**src/hdl/pair_histogram_top_three_core_macros.svh**
```systemverilog
// Assertion macros for the pair histogram core.
// Used by the top level; clk and rst must be in scope at the point of use.
`ifndef PAIR_HISTOGRAM_TOP_THREE_CORE_MACROS_SVH
`define PAIR_HISTOGRAM_TOP_THREE_CORE_MACROS_SVH

// Same-cycle implication, disabled during reset.
`define PHT_ASSERT_IMPL(label, ante, cons) \
  label: assert property (@(posedge clk) disable iff (rst) (ante) |-> (cons)) \
    else $error("pair histogram: same-cycle check failed");

// Next-cycle implication, disabled during reset.
`define PHT_ASSERT_NEXT(label, ante, cons) \
  label: assert property (@(posedge clk) disable iff (rst) (ante) |=> (cons)) \
    else $error("pair histogram: next-cycle check failed");

`endif

```
**src/hdl/pht_pkg.sv**
```systemverilog
// Shared constants and types for the pair histogram core.
// No dependencies.
`timescale 1ns / 1ps
`default_nettype none

package pht_pkg;

  localparam int TABLE_DEPTH_DEF = 128;
  localparam int COUNT_WIDTH_DEF = 16;

  localparam int BYTE_W = 8;
  localparam int KEY_W  = 16;
  localparam int RANKS  = 3;
  localparam int RANK_W = 2;

  localparam logic [BYTE_W-1:0] DOT_BYTE     = 8'h2E;
  localparam logic [BYTE_W-1:0] NEWLINE_BYTE = 8'h0A;
  localparam logic [RANK_W-1:0] RANK_LAST    = 2'd2;

  // Broadcast control to every cell of the chain
  typedef struct packed {
    logic             shift;  // take neighbour's entry (report scan)
    logic             upd;    // look up / count the broadcast key
    logic [KEY_W-1:0] key;
  } cell_ctl_t;

endpackage

`default_nettype wire

```
**src/hdl/pht_cell.sv**
```systemverilog
// One table cell: holds a pair key and its saturating count.
// Depends on pht_pkg (cell_ctl_t, KEY_W).
`timescale 1ns / 1ps
`default_nettype none

module pht_cell #(
  parameter int COUNT_WIDTH = pht_pkg::COUNT_WIDTH_DEF
) (
  input  wire logic                       clk,
  input  wire pht_pkg::cell_ctl_t         ctl,
  input  wire logic                       in_use,
  input  wire logic                       write_en,
  input  wire logic [pht_pkg::KEY_W-1:0]  nb_key,
  input  wire logic [COUNT_WIDTH-1:0]     nb_count,
  output logic      [pht_pkg::KEY_W-1:0]  key,
  output logic      [COUNT_WIDTH-1:0]     count,
  output logic                            hit
);

  assign hit = in_use && (key == ctl.key);

  // Payload only; occupancy comes from the fill count at the top
  always_ff @(posedge clk) begin
    priority if (ctl.shift) begin
      key   <= nb_key;
      count <= nb_count;
    end else if (ctl.upd && hit) begin
      if (count != '1) begin
        count <= count + COUNT_WIDTH'(1);
      end
    end else if (write_en) begin
      key   <= ctl.key;
      count <= COUNT_WIDTH'(1);
    end
  end

endmodule

`default_nettype wire

```
**config.mk**
```make
export PLATFORM = sky130hd
export DESIGN_NAME = pht_cell
export DESIGN_NICKNAME = d
export VERILOG_FILES = /design/src/hdl/pair_histogram_top_three_core_macros.svh /design/src/hdl/pht_pkg.sv /design/src/hdl/pht_cell.sv
export SDC_FILE = /design/constraint.sdc
export NUM_CORES = 1
export LEC_CHECK = 0
export BUFFER_PORTS_ARGS = -buffer_cell sky130_fd_sc_hd__buf_2
export CAP_MARGIN = 15
export CORE_MARGIN = 2
export CORE_UTILIZATION = 45
export DETAILED_ROUTE_END_ITERATION = 10
export PLACE_DENSITY = 0.77
export SKIP_CTS_REPAIR_TIMING = 1
export SKIP_LAST_GASP = 1
export SLEW_MARGIN = 40
export SYNTH_ARGS = -nofsm -noshare
export SYNTH_HDL_FRONTEND = slang
export SYNTH_SLANG_ARGS = --single-unit
export TNS_END_PERCENT = 100
```
**constraint.sdc**
```tcl
create_clock -name clk -period 6.07 [get_ports clk]
set_input_delay 0.3035 -clock clk [delete_from_list [all_inputs] [get_ports clk]]
set_output_delay 0.3035 -clock clk [all_outputs]
set_load 0.05 [all_outputs]
```
Yosys cells after proc, flatten, opt, wreduce, memory -nomap -nowiden:

Cells that the tools add are included.

* register bits after elaboration: 32
* output and inout port bits: 33
* word-level logic and storage cells: 20

* add/sub/neg operators: 1
* equality and inequality tests: 4
* multiplexer cells: 7
* reductions and logical operators: 6

Operator list (number)
* $mux 16: 7
* $add 16x1->16 const B: 1
* $eq 16x16->1: 1
* $ne 16x16->1 const B: 1
* $reduce_and 2->1: 2
* $ne 3x2->1 const B: 1
* $reduce_bool 3->1: 1
* $logic_and 1x1->1: 2
* $ne 2x2->1 const B: 1
* $reduce_bool 2->1: 1

Longest topological paths before layout:

* word-level depth: 5
* mapped depth: 6

Worst setup path after synthesis:

Ideal clock, no wire load.

* path type: flip-flop to flip-flop
* from: register key[7] (netlist bit)
* to: register count[0] (enable)
* setup time: 396 ps
* arrival time: 2475 ps
* setup slack: 3198 ps
* cell stages (with the launch flop): 7
* path through: edfxtp_1 nand2b_1 o2111ai_1 nor4_2 nand4_2 buf_6 mux2i_1

* word-level cells in the longest chain between the ends: 5

Ends and longest elaborated chain
* from (decl): line pht_cell.sv:15 `output logic [pht_pkg::KEY_W-1:0] key,`
* from (signal assigned): line pht_cell.sv:25 `key <= nb_key;`
* from (signal assigned): line pht_cell.sv:32 `key <= ctl.key;`
* $eq 16x16->1 *: line pht_cell.sv:20 `assign hit = in_use && (key == ctl.key);`
* $logic_and 1x1->1 *: line pht_cell.sv:20
* $logic_and 1x1->1 *: line pht_cell.sv:27 `end else if (ctl.upd && hit) begin`
* $ne 3x2->1 (no source line) or $reduce_bool 3->1 (tied branches)
* $reduce_and 2->1 (no source line) *
* to (signal assigned): line pht_cell.sv:26 `count <= nb_count;`
* to (signal assigned): line pht_cell.sv:29 `count <= count + COUNT_WIDTH'(1);`
* to (decl): line pht_cell.sv:16 `output logic [COUNT_WIDTH-1:0] count,`

Every way passes the cells marked *; elsewhere a longest branch is shown, timed or not.
A chain may end at the register's enable or synchronous reset.

Worst setup path after layout:

* from: register key[1] (netlist bit)
* to: register count[13] (enable)

Same word-level chain as after synthesis.

==> flow_summary_export.csv <==
group,metric,value,unit
timing,rsz0062_at_grt,"no",
floorplan,die_area,4820,um2
worst_setup_path,end_kind,"flop",
synthesis,synth.yosys.seq_area_share,0.498,
synthesis,synth_flop_cell,"edfxtp_1",
placed_design,port_buffers,85,
timing,finalMaxSlewViolations,0,
pwr,seqPwrFrac,0.466,
pwr,switching_power,0.218,mW
final_layout,multiInputGateArea,907,um2
synthesis,synth-edff-count,32,
run_status,status,"finished, final reports clean",
pwr,p_sw_frac,0.350,
timing,setup_viol,0,
clock_network,cts.path.max_buffers,2,
pwr,finalPower,0.622,mW
timing,max_freq,381,MHz
timing,skew,8.43,ps
final_layout,fillers,349,
global_routing,gr-total-overflow,0,
global_routing,grt_pass1_wl,6.91,mm
final_layout,nets,307,
timing,period_share,0.432,
drt,firstDrtPassIters,4,
placed_design,dp.cells,296,
drt,drt_iter0_markers,91,
pwr,power_density,252,nW/um2
clock_network,cts_max_level,2,
floorplan,die_h,69.5,um
final_layout,drive_gt1_frac,0.457,
drt,wl,4.15,mm
worst_setup_path,worstSetupPathType,"flop to flop",
timing,setup_tns,0,ps
worst_setup_path,startpoint_type,"flop",
run,cap_viol_max_count,0,
synthesis,ys_types,31,
drt,vias,1590,
synthesis,synth_area_leaders,"edfxtp_1 (50%), mux2_2 (7.6%), xnor2_1 (5.5%)",
pwr,clkPwrFrac,0.250,
global_routing,antenna_found_initial,0,
synthesis,async_flop_share,0,
floorplan,io_pins,86,
timing,post-route-min-period,2620,ps
min_path,hp-class,"primary input to flop",
synthesis,yosysMostFrequentCell,"edfxtp_1",
synthesis,synthesis.nets,221,
worst_setup_path,crit_fanout,13,
final_layout,seqCellArea,961,um2
drt,avgRoutedWirePerCell,13.6,um
timing,maxSlewHeadroom,0.557,
placed_design,place.gp.congestion,0.737,
synthesis,synthCells,167,
pwr,leakagePower,1.06,nW
global_routing,grt_pass1_vias,1545,
clock_network,clkLatencyLatePin,280,ps
clock_network,cts_tree,"done",
final_layout,insertedDiodeCount,0,
synthesis,yosys.area.top_type,"edfxtp_1",
synthesis,synth_seq_cells,32,
pwr,internal_power,0.404,mW
floorplan,rows,23,
clock_network,cts_buffers,5,
clock_network,cts_root_buf,"clkbuf_8",
synthesis,avgSynthCellArea,11.5,um2
worst_setup_path,cp.required,6050,ps
drt,postRouteAntennaNets,0,
pwr,power_frac_comb,0.284,
placed_design,hpwlAfterDp,3.13,mm
clock_network,clkSinkCount,32,
drt,routed_via_density,5.23,
global_routing,grt.total_usage,0.179,
clock_network,clk_pin_slew,70,ps
final_layout,final_cells,304,
global_routing,grt_max_degree,55,
final_layout,area_delta_synth_final,28.2,%
floorplan,initial_core_util,0.475,
synthesis,synth_area,1930,um2
synthesis,yosysWarningCount,0,
pwr,vdd_ir_drop_max,179,uV
floorplan,die_x,69.5,um
timing,finalHoldViolations,0,
synthesis,synth_common_cells,"edfxtp_1 (32), nand2_1 (26), mux2_2 (13), xnor2_1 (12), xor2_1 (12)",
synthesis,yosysTopAreaCellShare,0.498,
worst_setup_path,cp_data_arrival_time,2600,ps
floorplan,coreArea,4060,um2
timing,tightest_slew,664,ps
drt,drc_errors,0,
cells in the final DEF, fill, tap and decap left out, drive strengths merged:
| master | count |
|---|---|
| o31ai | 14 |
| o21ai | 4 |
| mux2i | 1 |
| inv | 6 |
| buf | 86 |
| xnor2 | 12 |
| clkinv | 2 |
| o221ai | 2 |
| nand2b | 6 |
| ha | 1 |
| edfxtp | 32 |
| nand3 | 5 |
| nand2 | 26 |
| nand4 | 5 |
| o31a | 1 |
| a21o | 1 |
| mux2 | 13 |
| and4bb | 1 |
| nor2 | 4 |
| o2111ai | 1 |
| and3 | 4 |
| nor4 | 3 |
| nor2b | 1 |
| nor3 | 2 |
| a22oi | 1 |
| and4 | 1 |
| clkbuf | 7 |
| xor2 | 12 |
metal layers:
metal  global-route usage  up-vias  routed length, um
met1                0.222      736               1820
met3               0.0552        5                309
met5                    0        -                  0
met2                0.298       63               1980
met4               0.0588        0                 48
li1                     -      786                  -
flip-flops by register name, indices dropped and copies added (netlist names):
register / flops
count: 16
key: 16
stage by stage:
step           area (um2)   util  hold slack (ps)  setup slack, ps
2_1_floorplan        1930      -              493             3200
3_3_place_gp         2390  0.589              584             3530
3_5_place_dp         2390  0.590              586             3430
4_1_cts              2470  0.609              292             3420
5_1_grt              2470  0.609              301             3180
6_report             2470  0.609              302             3450
power groups by stage:
stage	clock network, mW	registers, mW	logic, mW
after floorplan	0	0.369	0.0513
after global placement	0	0.294	0.176
after detailed placement	0	0.294	0.177
after CTS	0.159	0.290	0.178
after global routing	0.169	0.294	0.188
final	0.155	0.290	0.176
worst max-delay path: stages (launching register included):
cell and delay [ps]:
edfxtp_1 420, xnor2_1 180, nand3_1 130, nor4_2 340, nand4_2 470, mux2i_1 490
buf_4 290
worst paths after layout:
check                                    startpoint                   to  slack [ps]  cells past startpoint
worst max-delay path               key[1]$_DFFE_PP_  count[13]$_DFFE_PP_        3450                      6
worst min-delay path                    nb_count[2]   count[2]$_DFFE_PP_         300                      3
worst max register to register     key[1]$_DFFE_PP_  count[13]$_DFFE_PP_        3450                      6
worst min register to register  count[15]$_DFFE_PP_  count[15]$_DFFE_PP_         750                      2
cell families (layout without fill, tap and decap cells):
logic type | after synthesis | count (layout) | share of synthesized area
and+or+nand+nor | 58 | 58 | 0.162
DFF | 32 | 32 | 0.498
AOI/OAI and AO/OA | 24 | 24 | 0.112
xor gates and xnor gates | 24 | 24 | 0.109
muxes | 14 | 14 | 0.0811
buffers and inverters | 14 | 101 | 0.0311
adders and majority gates | 1 | 1 | 0.00649
cell type report:
cell class | count | area share
repair buffers | 86 | 0.176
multi-input cells | 121 | 0.367
flip-flops and latches | 32 | 0.389
well taps | 50 | 0.0253
inverters | 7 | 0.0106
clock inverters | 1 | 0.00152
clock buffers | 7 | 0.0309
(Power assumes the default switching activity.)
