==> config.mk <==
export PLATFORM = sky130hd
export DESIGN_NAME = pht_top3
export DESIGN_NICKNAME = d
export VERILOG_FILES = /design/src/hdl/pair_histogram_top_three_core_macros.svh /design/src/hdl/pht_pkg.sv /design/src/hdl/pht_top3.sv
export SDC_FILE = /design/constraint.sdc
export NUM_CORES = 1
export LEC_CHECK = 0
export BUFFER_PORTS_ARGS = -buffer_cell sky130_fd_sc_hd__buf_2
export CORE_MARGIN = 8
export CORE_UTILIZATION = 55
export DETAILED_ROUTE_END_ITERATION = 7
export PLACE_DENSITY = 0.88
export RECOVER_POWER = 25
export REMOVE_ABC_BUFFERS = 1
export SKIP_LAST_GASP = 1
export SYNTH_ARGS = -nofsm -noshare
export SYNTH_HDL_FRONTEND = slang
export SYNTH_SLANG_ARGS = --single-unit
==> constraint.sdc <==
create_clock -name clk -period 2.8 [get_ports clk]
set_clock_uncertainty 0.15 [all_clocks]
set_input_delay 0.28 -clock clk [delete_from_list [all_inputs] [get_ports clk]]
set_output_delay 0.28 -clock clk [all_outputs]
set_load 0.03 [all_outputs]
==> src/hdl/pair_histogram_top_three_core_macros.svh <==
// Assertion macros for the pair histogram core.
// Used by the top level; clk and rst must be in scope at the point of use.
`ifndef PAIR_HISTOGRAM_TOP_THREE_CORE_MACROS_SVH
`define PAIR_HISTOGRAM_TOP_THREE_CORE_MACROS_SVH

// Same-cycle implication, disabled during reset.
`define PHT_ASSERT_IMPL(label, ante, cons) \
  label: assert property (@(posedge clk) disable iff (rst) (ante) |-> (cons)) \
    else $error("pair histogram: same-cycle check failed");

// Next-cycle implication, disabled during reset.
`define PHT_ASSERT_NEXT(label, ante, cons) \
  label: assert property (@(posedge clk) disable iff (rst) (ante) |=> (cons)) \
    else $error("pair histogram: next-cycle check failed");

`endif

==> src/hdl/pht_pkg.sv <==
// Shared constants and types for the pair histogram core.
// No dependencies.
`timescale 1ns / 1ps
`default_nettype none

package pht_pkg;

  localparam int TABLE_DEPTH_DEF = 128;
  localparam int COUNT_WIDTH_DEF = 16;

  localparam int BYTE_W = 8;
  localparam int KEY_W  = 16;
  localparam int RANKS  = 3;
  localparam int RANK_W = 2;

  localparam logic [BYTE_W-1:0] DOT_BYTE     = 8'h2E;
  localparam logic [BYTE_W-1:0] NEWLINE_BYTE = 8'h0A;
  localparam logic [RANK_W-1:0] RANK_LAST    = 2'd2;

  // Broadcast control to every cell of the chain
  typedef struct packed {
    logic             shift;  // take neighbour's entry (report scan)
    logic             upd;    // look up / count the broadcast key
    logic [KEY_W-1:0] key;
  } cell_ctl_t;

endpackage

`default_nettype wire

==> src/hdl/pht_top3.sv <==
// Running top-three selector fed one entry per cycle during the report scan.
// Depends on pht_pkg (KEY_W, RANKS).
`timescale 1ns / 1ps
`default_nettype none

module pht_top3 #(
  parameter int COUNT_WIDTH = pht_pkg::COUNT_WIDTH_DEF
) (
  input  wire logic                      clk,
  input  wire logic                      rst,
  input  wire logic                      clear,
  input  wire logic                      load,
  input  wire logic [pht_pkg::KEY_W-1:0] key,
  input  wire logic [COUNT_WIDTH-1:0]    count,
  output logic      [pht_pkg::KEY_W-1:0] best_key   [pht_pkg::RANKS],
  output logic      [COUNT_WIDTH-1:0]    best_count [pht_pkg::RANKS],
  output logic      [pht_pkg::RANKS-1:0] best_valid
);

  // Strict greater-than: earlier entries keep their place on ties
  always_ff @(posedge clk) begin
    if (rst || clear) begin
      best_valid <= '0;
      for (int r = 0; r < pht_pkg::RANKS; r++) begin
        best_key[r]   <= '0;
        best_count[r] <= '0;
      end
    end else if (load) begin
      priority if (count > best_count[0]) begin
        best_key[2]   <= best_key[1];
        best_count[2] <= best_count[1];
        best_valid[2] <= best_valid[1];
        best_key[1]   <= best_key[0];
        best_count[1] <= best_count[0];
        best_valid[1] <= best_valid[0];
        best_key[0]   <= key;
        best_count[0] <= count;
        best_valid[0] <= 1'b1;
      end else if (count > best_count[1]) begin
        best_key[2]   <= best_key[1];
        best_count[2] <= best_count[1];
        best_valid[2] <= best_valid[1];
        best_key[1]   <= key;
        best_count[1] <= count;
        best_valid[1] <= 1'b1;
      end else if (count > best_count[2]) begin
        best_key[2]   <= key;
        best_count[2] <= count;
        best_valid[2] <= 1'b1;
      end
    end
  end

endmodule

`default_nettype wire

Word-level counts from Yosys, hierarchy flattened
Cells that the tools add are included.
W data, S select, Z words.
{"block": "totals", "ff_bits": 99, "out_inout_bits": 99, "wordCells": 30}
{"block": "classes", "magnitude_cmp": 3, "n_mux": 12, "n_reduce_logical": 6}
{"operator": "$mux W16", "n": 6}
{"operator": "$mux W32", "n": 2}
{"operator": "$gt A16 B16 Y1", "n": 3}
{"operator": "$reduce_and A2 Y1", "n": 3}
{"operator": "$mux W1", "n": 3}
{"operator": "$reduce_bool A3 Y1", "n": 1}
{"operator": "$mux W2", "n": 1}
{"operator": "$reduce_bool A2 Y1", "n": 1}
{"operator": "$logic_or A1 B1 Y1", "n": 1}

Logic depth before layout (Yosys ltp)
Gate-level depths: netlist of the first run.
{"block": "depth", "depth_word": 4, "mapped_depth": 10, "ltp_nobuf": 8}

Worst setup path before layout of the first run
No wires, ideal clock.
{"block": "synth_timing", "path_kind": "flip-flop to flip-flop", "start": "register best_count[30] in the netlist's numbering", "end": "register best_count[15] in the netlist's numbering", "setup_time_ps": 147, "t_arrival_ps": 2363, "required_time_ps": 2503, "setup_slack_ps": 141, "path_stages_with_launch": 10, "n_path_buf": 2, "period_less_slack_ps": 2659, "path_cell_list": "dfxtp_1 inv_1 ha_1 nand4_2 a2111o_1 a311oi_2 buf_4 a211o_4 buf_4 a311oi_2"}
{"block": "synth_between", "elab_chain_len": 3, "word_cells_on_any_way": 5, "cone_classes": "order compare: 1; mux: 2; reduce/logical: 2"}
{"element": "start, declared", "line": "pht_top3.sv:16", "text": "output logic [COUNT_WIDTH-1:0] best_count [pht_pkg::RANKS],"}
{"element": "$gt A16 B16 Y1 *", "line": "pht_top3.sv:39", "text": "end else if (count > best_count[1]) begin"}
{"element": "$reduce_bool A3 Y1 (no line) or $mux W16 (tied branches)"}
{"element": "$reduce_and A2 Y1 (no line) or $mux W32 (tied branches)"}
Every way passes the cells marked *; elsewhere a longest branch is shown, timed or not.
A chain may end at the register's enable or synchronous reset.

Worst setup path in the final report of the first run
{"block": "layout_timing", "start": "register best_count[44] in the netlist's numbering", "end": "register best_key[11] in the netlist's numbering"}
{"block": "layout_between", "elab_chain_len": 3, "word_cells_on_any_way": 4, "cone_classes": "order compare: 1; mux: 1; reduce/logical: 2"}
{"element": "$gt A16 B16 Y1 *", "line": "pht_top3.sv:29", "text": "priority if (count > best_count[0]) begin"}
{"element": "$reduce_bool A3 Y1 (no line)"}
{"element": "$reduce_and A2 Y1 (no line)"}
{"element": "end, declared", "line": "pht_top3.sv:15", "text": "output logic [pht_pkg::KEY_W-1:0] best_key [pht_pkg::RANKS],"}
Marks and branches as above.

==> summary by stage, run 1 <==
Critical path
The cell at the slowest stage of the critical path is a2111oi_1. The biggest cell delay along the critical path is 530 ps. The count of buffering cells on the critical path with inverters included is 4.

The kind of cell adding the most delay to the critical path is buffers and inverters. The data arrival at the endpoint of the critical path is 3080 ps. In this design, the critical path's most frequently occurring cell is buf_4.

The critical path goes through inv_1 > ha_1 > nand4_1 > buf_4 > nor4_4 > nand2b_4 > a31oi_4 > buf_4 > clkbuf_16 > a2111oi_1 > a311oi_2. The category of the critical setup timing path is flip-flop to flip-flop. The startpoint type of the worst setup path is a flip-flop. Data on the critical path is required at its endpoint by 2900 ps. The maximum fanout count along the critical path is 16. The endpoint class of the critical path is a flip-flop.

Final layout
The layout overhead on the synthesized area is 29.4%. The fraction of the core area covered by cells at the end of the flow is 72.5%. In the final layout, the share of cells above drive strength 1 is 35.9%. The final antenna diode count is 0. The post-layout net count is 909.

Clock tree
After clock tree synthesis, the clock-pin slew on the worst setup and hold paths is 100 ps. Counting along the longest clock path gives a buffer depth of 2. The TritonCTS clock tree is built. CTS saw 99 sinks. The clock tree root driver cell is clkbuf_8. The H-tree was split into 3 levels.

For the worst-skew pair, the clock arrives at the later sink with an insertion delay of 390 ps. The number of buffers inserted during clock tree synthesis is 9.

Routing
Once detail routing completed, the nets flagged for antenna violations numbered 0. The routed layout has 6529 vias. The count of TritonRoute iterations in the first routing pass is 7. The routed length per instance is 23.3 um. The violation count after the first detailed-route iteration is 748. The vias per cell is 6.74. For this run, design rule violations remaining after detail routing come to 0.

The aggregate routed wire length is 22600 um.

Power
The leakage component of the power is 2.95 nW. The maximum vdd drop is 0.338 mV. Dividing total power by cell area gives a power density of 485 nW/um^2.

Logic synthesis
Averaged over all synthesized cells, the footprint is 9.17 sq um. The fraction of synthesized cell area taken by the top area cell type is 32.8%. Ranked by instance count, the synthesized netlist is headed by dfxtp_1, nand2_1, a311oi_2, ha_1, inv_1.

The fraction of synthesized cell area in xor and xnor cells is 0%. The number of storage elements in the synthesis netlist is 99. The number of warning messages in the yosys log is 0. The synthesized design contains 0 enable-type register cells. The share of synthesized flip-flops with an asynchronous set or reset is 0%.

The share of synthesized area occupied by flip-flops and latches is 32.8%. The number of cells produced by synthesis is 660. The arithmetic-cell share of the synthesized area counting full adders, half adders and majority gates is 9.93%. The netlist uses 39 different library cells. The main combinational cell family by area after synthesis is compound AO/OA/AOI/OAI gates.

The share of cell area taken by muxes after synthesis is 5.29%. The most used flip-flop cell after synthesis is dfxtp_1. Sorting the synthesized cells by area gives the leading types as dfxtp_1, a311oi_2, ha_1. The synthesized netlist devotes 14.9% of its cell area to simple gates. The synthesized netlist devotes 28.5% of its cell area to compound gates. The cell area that synthesis handed to floorplanning was 6050 sq um. The library cell with the highest instance count after synthesis is dfxtp_1.

The biggest area contributor in the post-synthesis netlist is dfxtp_1.

Floorplan
Once the floorplan was initialized, standard cells occupied 56.1% of the core. The total core area is 10800 sq um. Row generation in the floorplan step produced 38 rows. The die area is 14600 sq um. The die span in x is 121 um. In this run the count of I/O pins placed on the die edge is 135. The die is 121 um tall.

Global routing
The first global-routing pass estimated 29600 um of wire. The initial antenna violation count is 0. The via count of the first global-routing pass is 6032. The maximum number of pins on one net before global-route repair is 49.

Global routing finished with a remaining overflow of 0. Global routing used 24.6% of the available tracks across all layers.

STA
Setup repair after global routing could not meet its margin everywhere. After layout, the worst setup slack is -186 ps. The transition at the pin with the smallest max-transition slack is 603 ps.

Setup violations remaining at the end of the flow were counted as 67. The final hold violation count is 0. The final-layout setup total negative slack is -7360 ps. The time the worst path needs with I/O delays and setup is 2990 ps. The final-report max-slew violation count was 0. The worst path uses 107% of the clock period.

For this run, the top clock speed supported by timing is 335 MHz. In this run the tightest slew margin relative to its limit is 59.6%.

Status
The checks that failed: setup timing. The run finished, with violations left.

Hold path
The class of the tightest hold or removal check is input pin to flip-flop.

Placement
The count of buffers added on input and output ports is 134. The wire-length estimate of the detail-placed layout is 13200 um. Routability-driven placement finished with a final weighted congestion of 0.885.

Flow run
The number of max-cap violations is 0.
[cell usage in the layout (no fill, tap or decap), drive strengths merged]
| cell | n |
|---|---|
| buf | 170 |
| dfxtp | 99 |
| nand2 | 72 |
| a311oi | 65 |
| clkbuf | 53 |
| inv | 48 |
| ha | 48 |
| nor2 | 39 |
| o21ai | 36 |
| nand3 | 35 |
| mux2i | 32 |
| nor3 | 32 |
| a2111oi | 32 |
| a21oi | 19 |
| nand4 | 12 |
| o211ai | 4 |
| clkinvlp | 4 |
| a21o | 3 |
| nor2b | 3 |
| a2111o | 3 |
| a31oi | 3 |
| nor4 | 3 |
| o221a | 2 |
| nand2b | 2 |
| a31o | 2 |
| clkinv | 2 |
| o21a | 1 |
| o211a | 1 |
| a221oi | 1 |
| a22oi | 1 |
| a211o | 1 |
| or2 | 1 |
[layout make-up]
| cell class | count | area, sq um |
|---|---|---|
| fill | 713 | 2960 |
| multi-input combinational | 453 | 3770 |
| sequential | 99 | 2010 |
| clock buffer | 9 | 124 |
| clock inverter | 6 | 43.8 |
| inverter | 48 | 180 |
| tap | 140 | 175 |
| timing repair buffer | 214 | 1530 |
[where the power goes]
group	internal (mW)	leakage (nW)	switching (mW)	total, mW
Clock	0.318	0.0733	0.536	0.854
Sequential	1.48	0.814	0.0679	1.55
Combinational	0.525	2.06	0.871	1.40
[final timing paths]
path                   from      endpoint  slack [ps]  cells past startpoint
max          best_count[44]  best_key[11]        -190                     11
min                  key[9]  best_key[41]          10                      3
max reg2reg  best_count[44]  best_key[11]        -190                     11
min reg2reg    best_key[41]  best_key[41]         380                      2
[sequential cells by signal (all words and copies together), names as in the netlist]
name	cells
best_count	48
best_key	48
best_valid	3
[what timing repair did]
action	in CTS	in global routing
gates cloned	0	8
setup buffers	2	18
endpoints found under the hold margin	0	0
hold buffers	0	0
resized for setup	0	69
pin swaps	3	21
setup endpoints to repair	10	82
[routing by layer]
| metal | part of all wire [%] | global-route usage (%) |
|---|---|---|
| met1 | 37 | 29.5 |
| met2 | 47 | 40.4 |
| met3 | 11 | 7.77 |
| met4 | 4.8 | 8.90 |
| met5 | 0 | 0 |
[tightest hold or removal path: cells and delay by family]
family                 cells  cell delay, ps
buffers and inverters      1             100
AND/OR/NAND/NOR            1              70
multiplexers               1              60
[metrics by stage]
| step | hold WS (ps) | instances | setup slack (ps) | total power [mW] | cell area, sq um |
|---|---|---|---|---|---|
| after floorplan | 278 | 600 | -1830 | 2.29 | 5710 |
| after global placement | 339 | 927 | 68.1 | 2.71 | 7120 |
| after detailed placement | 342 | 927 | -62.7 | 2.75 | 7120 |
| after CTS | 7.07 | 944 | 10.1 | 3.57 | 7310 |
| after global routing | 8.48 | 969 | -370 | 3.94 | 7830 |
| final | 10.3 | 969 | -186 | 3.80 | 7830 |
[logic make-up after synthesis]
family,Yosys count
and+or+nand+nor,199
buffers and inverters,108
adders and majority gates,48
muxes,32
DFF,99
AOI/OAI and AO/OA,174
Note: power is estimated with default switching activity, not from simulation.
==> run 2: changes to the inputs <==
--- a/config.mk
+++ b/config.mk
@@ -16,3 +16,4 @@
 export SYNTH_ARGS = -nofsm -noshare
 export SYNTH_HDL_FRONTEND = slang
 export SYNTH_SLANG_ARGS = --single-unit
+export TNS_END_PERCENT = 30
==> summary by stage, run 2 (synthesis gave the netlist of run 1 again) <==
Placement
The placed cell area came to 7120 sq um (unchanged). The number of buffer cells added on primary ports came to 134 (unchanged). The cell count after placement is 927 (unchanged). The final weighted congestion in routability-driven placement is 0.885 (unchanged). The final HPWL from detailed placement is 13200 um (unchanged).

STA
The slack of the critical path is -239 ps (was -186 ps). The portion of the clock cycle consumed by the worst path in the final layout is 109% (was 107%). The time the worst path needs with I/O delays and setup is 3040 ps (was 2990 ps). Unrepaired setup endpoints after global routing: yes (unchanged). The final-layout setup total negative slack is -8340 ps (was -7360 ps). The transition at the pin with the smallest max-transition slack is 616 ps (was 603 ps). The final-report max-slew violation count was 0 (unchanged). The final hold violation count is 0 (unchanged). The highest clock rate is 329 MHz (was 335 MHz). The max-slew headroom at the worst pin is 58.8% (was 59.6%).

The final setup violation count was 80 (was 67).

Routing
The detailed-route via count came to 6500 (was 6529). The violation count after the first detailed-route iteration is 656 (was 748). The routed length per instance came to 23.3 um (about the same). The number of routed nets with antenna violations is 0 (unchanged). The vias per cell came to 6.71 (was 6.74).

The routed length on met3 was 2480 um (was 2570 um). The aggregate routed wire length is 22500 um (was 22600 um). The post-route DRC violation count is 0 (unchanged).

The wire length on met1 came to 8340 um (was 8420 um). The top routing layer in use is met4 (unchanged). The count of TritonRoute iterations in the first routing pass came to 6 (was 7). The routed length on met2 is 10600 um (was 10500 um).

Critical path
The maximum fanout count along the critical path came to 16 (unchanged). The register-to-register setup slack is -240 ps (was -190 ps). The category of the critical setup timing path is flip-flop to flip-flop (unchanged).

The startpoint type of the worst setup path is a flip-flop (unchanged). The critical path data required time is 2900 ps (about the same). The number of cells on the worst reg-to-reg path came to 11 (unchanged).

The data arrival at the endpoint of the critical path came to 3140 ps (was 3080 ps). The critical register-to-register path endpoint is best_key[11] (unchanged). The endpoint class of the critical path is a flip-flop (unchanged). The start of the worst register-to-register path is best_count[44] (unchanged).

Floorplan
The die area is 14600 sq um (unchanged). The number of top-level pins is 135 (unchanged). The floorplan row count is 38 (unchanged). The die span in x came to 121 um (unchanged).

The total core area came to 10800 sq um (unchanged). The effective utilization at floorplan came to 56.1% (unchanged). The height of the die is 121 um (unchanged).

Final layout
Largest regs: best_count x48, best_key x48, best_valid x3 (unchanged). The final antenna diode count came to 0 (unchanged). The share of final-layout standard cells stronger than drive strength 1 is 35.9% (about the same). The post-route cell area is 7820 sq um (was 7830 sq um). Commonest cells after routing, fill and taps aside: buf_2, dfxtp_1, nand2_1, a311oi_2, buf_4 (unchanged). The multi-input logic area is 3770 sq um (unchanged).

The number of fillers in the final layout is 716 (was 713). The register area is 2010 sq um (unchanged). The post-layout net count is 908 (was 909). The final cell count without fillers came to 968 (was 969). The layout overhead on the synthesized area is 29.2% (was 29.4%). The most common cell after layout, fill and taps aside is buf_2 (unchanged).

Global routing
The global-route wire length before repair was 29600 um (unchanged). The global-route usage over all layers is 24.6% (unchanged). The remaining global-route overflow came to 0 (unchanged). The initial antenna violation count is 0 (unchanged). The via count of the first global-routing pass is 6032 (unchanged). The maximum number of pins on one net before global-route repair is 49 (unchanged).

Clock tree
The TritonCTS clock tree is built (unchanged). The clock tree root driver cell is clkbuf_8 (unchanged). The number of buffers inserted during clock tree synthesis was 9 (unchanged).

The maximum clock path buffer count is 2 (unchanged). The maximum level of the CTS H-tree is 3 (unchanged). The clock sink total was 99 (unchanged). The clock latency of the later-clocked register in the worst-skew pair was 390 ps (about the same). The clock transition at the registers of the reported paths was 100 ps (about the same).

Power
The maximum vdd drop is 0.339 mV (was 0.338 mV). The leakage component of the power came to 2.94 nW (was 2.95 nW). The power per standard cell area is 486 nW/um^2 (was 485 nW/um^2).

Flow run
The number of max-cap violations is 0 (unchanged).

Status
Outcome: complete, but fails checks (unchanged). Failing checks: setup timing (unchanged).

Hold path
The instance count along the most critical hold path is 3 (unchanged). The hold path endpoint is best_key[41] (unchanged). The class of the tightest hold or removal check is input pin to flip-flop (unchanged). The start point of the worst hold path is key[9] (unchanged).
==> run 2: changes by cell type in the layout (fill, tap and decap cells not counted), sizes merged <==
| cell | before | now |
|---|---|---|
| buf | 170 | 169 |
==> run 2: layout make-up <==
class / count / share of cell area, %
clock buffer: 9 / 1.58
multi-input combinational: 453 / 48.3
clock inverter: 6 / 0.560
inverter: 48 / 2.30
timing repair buffer: 213 / 19.4
sequential: 99 / 25.7
tap: 140 / 2.24
==> run 2: worst max-delay path by stage <==
stage | slack, ps | endpoint | cells past startpoint | from
2_1_floorplan | -1830 | best_key[14] | 7 | best_count[47]
3_3_place_gp | 70 | best_key[8] | 10 | count[12]
3_5_place_dp | -60 | best_key[3] | 10 | count[12]
4_1_cts | 10 | best_key[3] | 9 | best_count[13]
5_1_grt | -270 | best_key[11] | 11 | best_count[44]
6_report | -240 | best_key[11] | 11 | best_count[44]
==> run 2: layer usage <==
metal	vias to the layer above	track usage, %
met5	-	0
met4	0	8.90
met3	121	7.77
met2	463	40.4
met1	3105	29.5
li1	2811	-
==> run 2: per-stage QoR <==
step / worst slack, ps / util [%] / hold slack (ps) / power [mW]
global route: -275 / 72.4 / 10.4 / 3.93
floorplan: -1830 / - / 278 / 2.29
CTS: 10.1 / 67.7 / 7.07 / 3.57
finish: -239 / 72.4 / 2.17 / 3.80
detailed placement: -62.7 / 66.0 / 342 / 2.75
global placement: 68.1 / 66.0 / 339 / 2.71
==> run 2: repair_timing <==
| action | 4_1_cts | 5_1_grt |
|---|---|---|
| gates resized for setup | 0 | 69 |
| setup endpoints to repair | 10 | 82 |
| hold buffers | 0 | 0 |
| setup buffers | 2 | 18 |
| pin swaps | 3 | 21 |
| cloned | 0 | 7 |
| endpoints found under the hold margin | 0 | 0 |
==> run 2: power breakdown <==
| part | leakage, nW | internal [mW] | switching (mW) |
|---|---|---|---|
| Clock | 0.0733 | 0.318 | 0.539 |
| Combinational | 2.05 | 0.523 | 0.869 |
| Sequential | 0.814 | 1.48 | 0.0676 |
==> run 2: worst max-delay path: stages, from the launching register on <==
cell       delay [ps]
dfxtp_2           370
inv_1             110
ha_1              300
nand4_1           220
buf_4             240
nor4_4            200
nand2b_4          200
a31oi_4            50
buf_4             190
clkbuf_16         190
a2111oi_1         550
a311oi_2          120
